`config.mk`:
```
export PLATFORM = sky130hd
export DESIGN_NAME = lzs_ctrl
export DESIGN_NICKNAME = d
export VERILOG_FILES = /design/src/hdl/lzs_pkg.sv /design/src/hdl/lzs_ctrl.sv
export SDC_FILE = /design/constraint.sdc
export NUM_CORES = 1
export LEC_CHECK = 0
export BUFFER_PORTS_ARGS = -buffer_cell sky130_fd_sc_hd__buf_2
export CAP_MARGIN = 10
export CORE_UTILIZATION = 52
export CTS_BUF_LIST = sky130_fd_sc_hd__clkbuf_8
export DETAILED_ROUTE_END_ITERATION = 10
export GPL_ROUTABILITY_DRIVEN = 0
export PLACE_DENSITY = 0.84
export SETUP_SLACK_MARGIN = 0.1
export SLEW_MARGIN = 5
export SYNTH_ARGS = -nofsm -noshare
export SYNTH_HDL_FRONTEND = slang
export SYNTH_SLANG_ARGS = --single-unit
```
`constraint.sdc`:
```
create_clock -name clk -period 4.55 [get_ports clk]
set_input_delay 0.6825 -clock clk [delete_from_list [all_inputs] [get_ports clk]]
set_output_delay 0.6825 -clock clk [all_outputs]
set_load 0.05 [all_outputs]
```
`src/hdl/lzs_pkg.sv`:
```
// shared types and constants for the lzs stream decompressor
package lzs_pkg;

    localparam int OFF_W      = 11;
    localparam int LEN_W      = 7;
    localparam int RESULT_CAP = 64;

    localparam logic [1:0] KIND_DATA = 2'd0;
    localparam logic [1:0] KIND_END  = 2'd1;
    localparam logic [1:0] KIND_ERR  = 2'd2;

    localparam logic [1:0] COPY_SHORT = 2'd0;
    localparam logic [1:0] COPY_MID   = 2'd1;
    localparam logic [1:0] COPY_EXT   = 2'd2;

    typedef struct packed {
        logic       load;
        logic       consume;
        logic       acc_shift;
        logic       fstart;
        logic [3:0] fbits;
        logic       off_load;
        logic       ext_init;
        logic       ext_add;
        logic       copy_start;
        logic [1:0] copy_sel;
        logic       copy_rd;
        logic       copy_wr;
        logic       lit_wr;
        logic       emit;
        logic [1:0] emit_kind;
        logic       flush;
    } cmd_t;

    typedef struct packed {
        logic             bit_in;
        logic [OFF_W-1:0] acc_new;
        logic             fdone;
        logic             bcnt_last;
        logic             bcnt_zero;
        logic             off_bad;
        logic             ext_sum_over;
        logic             ext_add_over;
        logic             copy_last;
        logic             emit_ok;
        logic             flush_ok;
    } sts_t;

endpackage

```
`src/hdl/lzs_ctrl.sv`:
```
// token parser and sequencing state machine
module lzs_ctrl (
    input  logic          clk,
    input  logic          rst_n,
    input  logic          in_valid,
    output logic          in_stall,
    input  lzs_pkg::sts_t st,
    output lzs_pkg::cmd_t cmd
);
    import lzs_pkg::*;

    localparam logic [2:0] S_IDLE  = 3'd0;
    localparam logic [2:0] S_BIT   = 3'd1;
    localparam logic [2:0] S_CRD   = 3'd2;
    localparam logic [2:0] S_CWR   = 3'd3;
    localparam logic [2:0] S_FLUSH = 3'd4;

    localparam logic [2:0] PH_FLAG   = 3'd0;
    localparam logic [2:0] PH_LIT    = 3'd1;
    localparam logic [2:0] PH_OFFSEL = 3'd2;
    localparam logic [2:0] PH_OFF7   = 3'd3;
    localparam logic [2:0] PH_OFF11  = 3'd4;
    localparam logic [2:0] PH_LENA   = 3'd5;
    localparam logic [2:0] PH_LENB   = 3'd6;
    localparam logic [2:0] PH_LENEXT = 3'd7;

    localparam logic [1:0] RUN = 2'd0;
    localparam logic [1:0] ENDED = 2'd1;
    localparam logic [1:0] FAILED = 2'd2;

    logic [2:0] state_reg, state_next;
    logic [2:0] ph_reg, ph_next;
    logic [1:0] stop_reg, stop_next;

    always_ff @(posedge clk or negedge rst_n)
    begin
        if (!rst_n)
        begin
            state_reg <= S_IDLE;
            ph_reg    <= PH_FLAG;
            stop_reg  <= RUN;
        end
        else
        begin
            state_reg <= state_next;
            ph_reg    <= ph_next;
            stop_reg  <= stop_next;
        end
    end

    assign in_stall = (state_reg != S_IDLE);

    always_comb
    begin
        logic go_copy;
        logic go_stop;
        cmd        = '0;
        state_next = state_reg;
        ph_next    = ph_reg;
        stop_next  = stop_reg;
        go_copy    = 1'b0;
        go_stop    = 1'b0;
        unique case (state_reg)
            S_IDLE:
            begin
                if (in_valid && stop_reg == RUN)
                begin
                    cmd.load   = 1'b1;
                    state_next = S_BIT;
                end
            end
            S_BIT:
            begin
                unique case (ph_reg)
                    PH_FLAG:
                    begin
                        cmd.consume = 1'b1;
                        if (st.bit_in)
                        begin
                            ph_next = PH_OFFSEL;
                        end
                        else
                        begin
                            cmd.fstart = 1'b1;
                            cmd.fbits  = 4'd8;
                            ph_next    = PH_LIT;
                        end
                    end
                    PH_OFFSEL:
                    begin
                        cmd.consume = 1'b1;
                        cmd.fstart  = 1'b1;
                        if (st.bit_in)
                        begin
                            cmd.fbits = 4'd7;
                            ph_next   = PH_OFF7;
                        end
                        else
                        begin
                            cmd.fbits = 4'd11;
                            ph_next   = PH_OFF11;
                        end
                    end
                    default:
                    begin
                        if (!st.fdone)
                        begin
                            cmd.consume   = 1'b1;
                            cmd.acc_shift = 1'b1;
                        end
                        else if (ph_reg == PH_LIT)
                        begin
                            if (st.emit_ok)
                            begin
                                cmd.consume   = 1'b1;
                                cmd.lit_wr    = 1'b1;
                                cmd.emit      = 1'b1;
                                cmd.emit_kind = KIND_DATA;
                                ph_next       = PH_FLAG;
                            end
                        end
                        else if (ph_reg == PH_OFF7 || ph_reg == PH_OFF11)
                        begin
                            if (ph_reg == PH_OFF7 && st.acc_new == '0)
                            begin
                                if (st.emit_ok)
                                begin
                                    cmd.consume   = 1'b1;
                                    cmd.emit      = 1'b1;
                                    cmd.emit_kind = KIND_END;
                                    stop_next     = ENDED;
                                    go_stop       = 1'b1;
                                end
                            end
                            else if (st.off_bad)
                            begin
                                if (st.emit_ok)
                                begin
                                    cmd.consume   = 1'b1;
                                    cmd.emit      = 1'b1;
                                    cmd.emit_kind = KIND_ERR;
                                    stop_next     = FAILED;
                                    go_stop       = 1'b1;
                                end
                            end
                            else
                            begin
                                cmd.consume  = 1'b1;
                                cmd.off_load = 1'b1;
                                cmd.fstart   = 1'b1;
                                cmd.fbits    = 4'd2;
                                ph_next      = PH_LENA;
                            end
                        end
                        else if (ph_reg == PH_LENA || ph_reg == PH_LENB)
                        begin
                            cmd.consume = 1'b1;
                            if (st.acc_new[1:0] != 2'b11)
                            begin
                                cmd.copy_start = 1'b1;
                                cmd.copy_sel   = (ph_reg == PH_LENA) ? COPY_SHORT : COPY_MID;
                                go_copy        = 1'b1;
                            end
                            else
                            begin
                                cmd.fstart = 1'b1;
                                if (ph_reg == PH_LENA)
                                begin
                                    cmd.fbits = 4'd2;
                                    ph_next   = PH_LENB;
                                end
                                else
                                begin
                                    cmd.ext_init = 1'b1;
                                    cmd.fbits    = 4'd4;
                                    ph_next      = PH_LENEXT;
                                end
                            end
                        end
                        else
                        begin
                            // extension nibble
                            if ((st.acc_new[3:0] != 4'hf && st.ext_sum_over)
                                || (st.acc_new[3:0] == 4'hf && st.ext_add_over))
                            begin
                                if (st.emit_ok)
                                begin
                                    cmd.consume   = 1'b1;
                                    cmd.emit      = 1'b1;
                                    cmd.emit_kind = KIND_ERR;
                                    stop_next     = FAILED;
                                    go_stop       = 1'b1;
                                end
                            end
                            else if (st.acc_new[3:0] != 4'hf)
                            begin
                                cmd.consume    = 1'b1;
                                cmd.copy_start = 1'b1;
                                cmd.copy_sel   = COPY_EXT;
                                go_copy        = 1'b1;
                            end
                            else
                            begin
                                cmd.consume = 1'b1;
                                cmd.ext_add = 1'b1;
                                cmd.fstart  = 1'b1;
                                cmd.fbits   = 4'd4;
                            end
                        end
                    end
                endcase
                if (cmd.consume)
                begin
                    if (go_copy)
                    begin
                        state_next = S_CRD;
                    end
                    else if (go_stop || st.bcnt_last)
                    begin
                        state_next = S_FLUSH;
                    end
                end
            end
            S_CRD:
            begin
                cmd.copy_rd = 1'b1;
                state_next  = S_CWR;
            end
            S_CWR:
            begin
                if (st.emit_ok)
                begin
                    cmd.copy_wr   = 1'b1;
                    cmd.emit      = 1'b1;
                    cmd.emit_kind = KIND_DATA;
                    if (st.copy_last)
                    begin
                        ph_next    = PH_FLAG;
                        state_next = st.bcnt_zero ? S_FLUSH : S_BIT;
                    end
                    else
                    begin
                        state_next = S_CRD;
                    end
                end
            end
            S_FLUSH:
            begin
                if (st.flush_ok)
                begin
                    cmd.flush  = 1'b1;
                    state_next = S_IDLE;
                end
            end
            default:
            begin
                state_next = S_IDLE;
            end
        endcase
    end
endmodule

```
==> results.yml <==
route:
  vias_per_cell: 6.044
  first_iter_violations: 39
  dr.pass1.iters: 4
  ant_nets: 0
  drcViolationCount: 0
  num_vias: 1245
  wire_per_inst_um: 14.01
  wl_mm: 2.886
synthesis:
  synth-seq-cells: 8
  synthTopCellsByArea: "dfrtp_1 (19%), nand2_1 (5.4%), nor2_1 (5.4%)"
  synth_top_area_share_pct: 19.37
  synthArstFlopShare_pct: 100.0
  yosys.area.top_type: "dfrtp_1"
  synth_cell_types: 51
  yosysSeqAreaShare_pct: 19.37
  synth_warnings: 0
  avgSynthCellArea_um2: 7.330
  synthFlopType: "dfrtp_1"
  syn_inst: 141
  syn_nets: 165
  synth_edf_count: 0
  syn_area_um2: 1033
clock_tree:
  htree_num_levels: 1
  cts_made_buffers: 3
  cts-root-buf: "clkbuf_8"
  cts_resized: 0
  post_cts_buffers: 0
  clock_tree.buffer_depth: 2
  cts_tree: "built"
  clkLatencyLatePin_ns: 0.22
  clkTransAtPathRegs_ns: 0.04
  holdBufCountCts: 0
  cts_sinks: 8
global_routing:
  antenna_found_initial: 0
  grt_pass1_wl_mm: 4.671
  gr-usage-all-layers_pct: 30.10
  gr-total-overflow: 0
  grt_max_degree: 23
  grt_pass1_vias: 1068
power:
  ir_worst_vdd_mv: 0.5198
  pwr-share-clk_pct: 10.0
  netSwitchingFraction_pct: 55.41
  power.switching_uw: 443.0
  combPwrFrac_pct: 66.2
  seq_power_share_pct: 23.8
  powerDensity_nw_per_um2: 620.4
  p_int_uw: 356.5
  p_leak_uw: 0.0006219
  power.total_uw: 799.5
hold_path:
  hp-class: "in2async"
critical_path:
  r2r-end: "state_reg[0]"
  cp_top_family: "flip-flops"
  worst_ep_required_time_ns: 3.87
  regToRegStartpoint: "ph_reg[2]"
  max_stage_delay_ns: 0.82
  cp_num_buf_inv: 1
  rr_worst_depth: 7
  arrival_ns: 2.45
  end_kind: "primary output"
  path_cells: "nor4_1 > and4_1 > a211oi_1 > o21ai_0 > a21oi_1 > buf_2"
  cp_max_fo: 22
  cp_slowest_cell: "dfrtp_1"
  path_class: "reg2out"
  crit_path_start_kind: "flop"
  r2r_setup_slack_ns: 2.09
sta:
  fmax_mhz: 319.2
  worstMarginPinSlew_ns: 0.7603
  setup_viol_count_final: 0
  rsz0062_at_grt: "no"
  totalNegativeSetupSlack_ns: 0
  hold_ws_ns: 0.2906
  post-route-min-period_ns: 3.133
  slew_headroom_pct: 49.31
  timing.final.ws_setup_ns: 1.417
  drv_slew: 0
  hold_violations: 0
  fin_crit_sh_pct: 68.85
  fin_skew_ns: 0.002340
finish:
  diodes: 0
  nets: 207
  drive_above_1_share_pct: 34.81
  syn2layout_area_growth_pct: 24.70
run:
  maxCapViolations: 0
die:
  start_util_pct: 57.36
  core_area_um2: 1802
  fp.dieW_um: 46.58
  dieArea_um2: 2170
  io_pins: 46
  chipHeight_um: 46.58
  rows: 15
placement:
  hpwl_mm: 2.311
  pre_cts_ws_ns: 1.635
  portBuffers: 45
outcome:
  status: "finished, final reports clean"
-- metal layers --
layer  global-route usage [%]  up-vias  wire length [um]
met5                        0        -                 0
met4                    10.00        0                18
met3                    1.569        2               203
met2                    47.22       46              1401
met1                    43.51      583              1262
li1                         -      614                 -
-- placed cells by master (no fill, tap or decap), drive strengths merged, types with 3 or more instances in the layout --
| cell | n |
|---|---|
| buf | 45 |
| a21oi | 11 |
| and2 | 3 |
| dfrtp | 8 |
| nor3 | 7 |
| o21ai | 10 |
| a211oi | 6 |
| mux2i | 3 |
| nand4 | 3 |
| nor4 | 4 |
| clkbuf | 3 |
| and3 | 3 |
| nand2 | 16 |
| nor3b | 3 |
| inv | 3 |
| nor2 | 17 |
| nand2b | 5 |
-- worst max path at each step --
stage                    from       to  slack (ns)  depth (start not counted)
floorplan           ph_reg[2]   cmd[7]        1.16                          4
global placement        st[9]   cmd[3]        1.70                          9
CTS                 ph_reg[2]  cmd[17]        1.46                          6
finish              ph_reg[2]  cmd[17]        1.42                          6
detailed placement      st[9]   cmd[3]        1.64                          9
global route        ph_reg[2]  cmd[17]        1.20                          6
-- final cells by class --
cell class              count  area (um2)
repair buffers             45       225.2
flip-flops and latches      8       200.2
well taps                  25       31.28
inverters                   3       11.26
multi-input cells         122       779.5
clock buffers               3       41.29
fillers                   160       513.0
-- power groups by stage --
stage	sequential (uW)	combinational (uW)	clock, uW
after floorplan	120	492	0
after global placement	184	511	0
after detailed placement	188	523	0
after CTS	187	525	82.3
after global routing	201	573	85.4
final	190	529	79.7
-- cell usage after synthesis (3+ instances only) --
master and count:
nand2_1 15, nor2_1 15, a21oi_1 11, dfrtp_1 8
nor3_1 7, a211oi_1 6, clkbuf_1 4, nand2b_1 4
nor4_1 4, o21ai_0 4, o21ai_1 4, and2_1 3
and3_1 3, buf_4 3, inv_1 3, nand4_1 3
-- through the flow --
step	instances	area, um2	util [%]
after floorplan	141	1033	-
after global placement	203	1247	69.24
after detailed placement	203	1247	69.24
after CTS	206	1289	71.53
after global routing	206	1289	71.53
final	206	1289	71.53
-- logic make-up (layout without fill, tap and decap cells) --
logic type | after synthesis | after routing | synth area share, %
compound gates | 42 | 42 | 27.24
xor+xnor | 1 | 1 | 0.8476
fa+ha+maj | 1 | 1 | 1.090
buf+inv | 11 | 51 | 5.205
flops | 8 | 8 | 19.37
mux | 5 | 5 | 6.658
simple gates | 73 | 73 | 39.59
(Power assumes the default switching activity.)
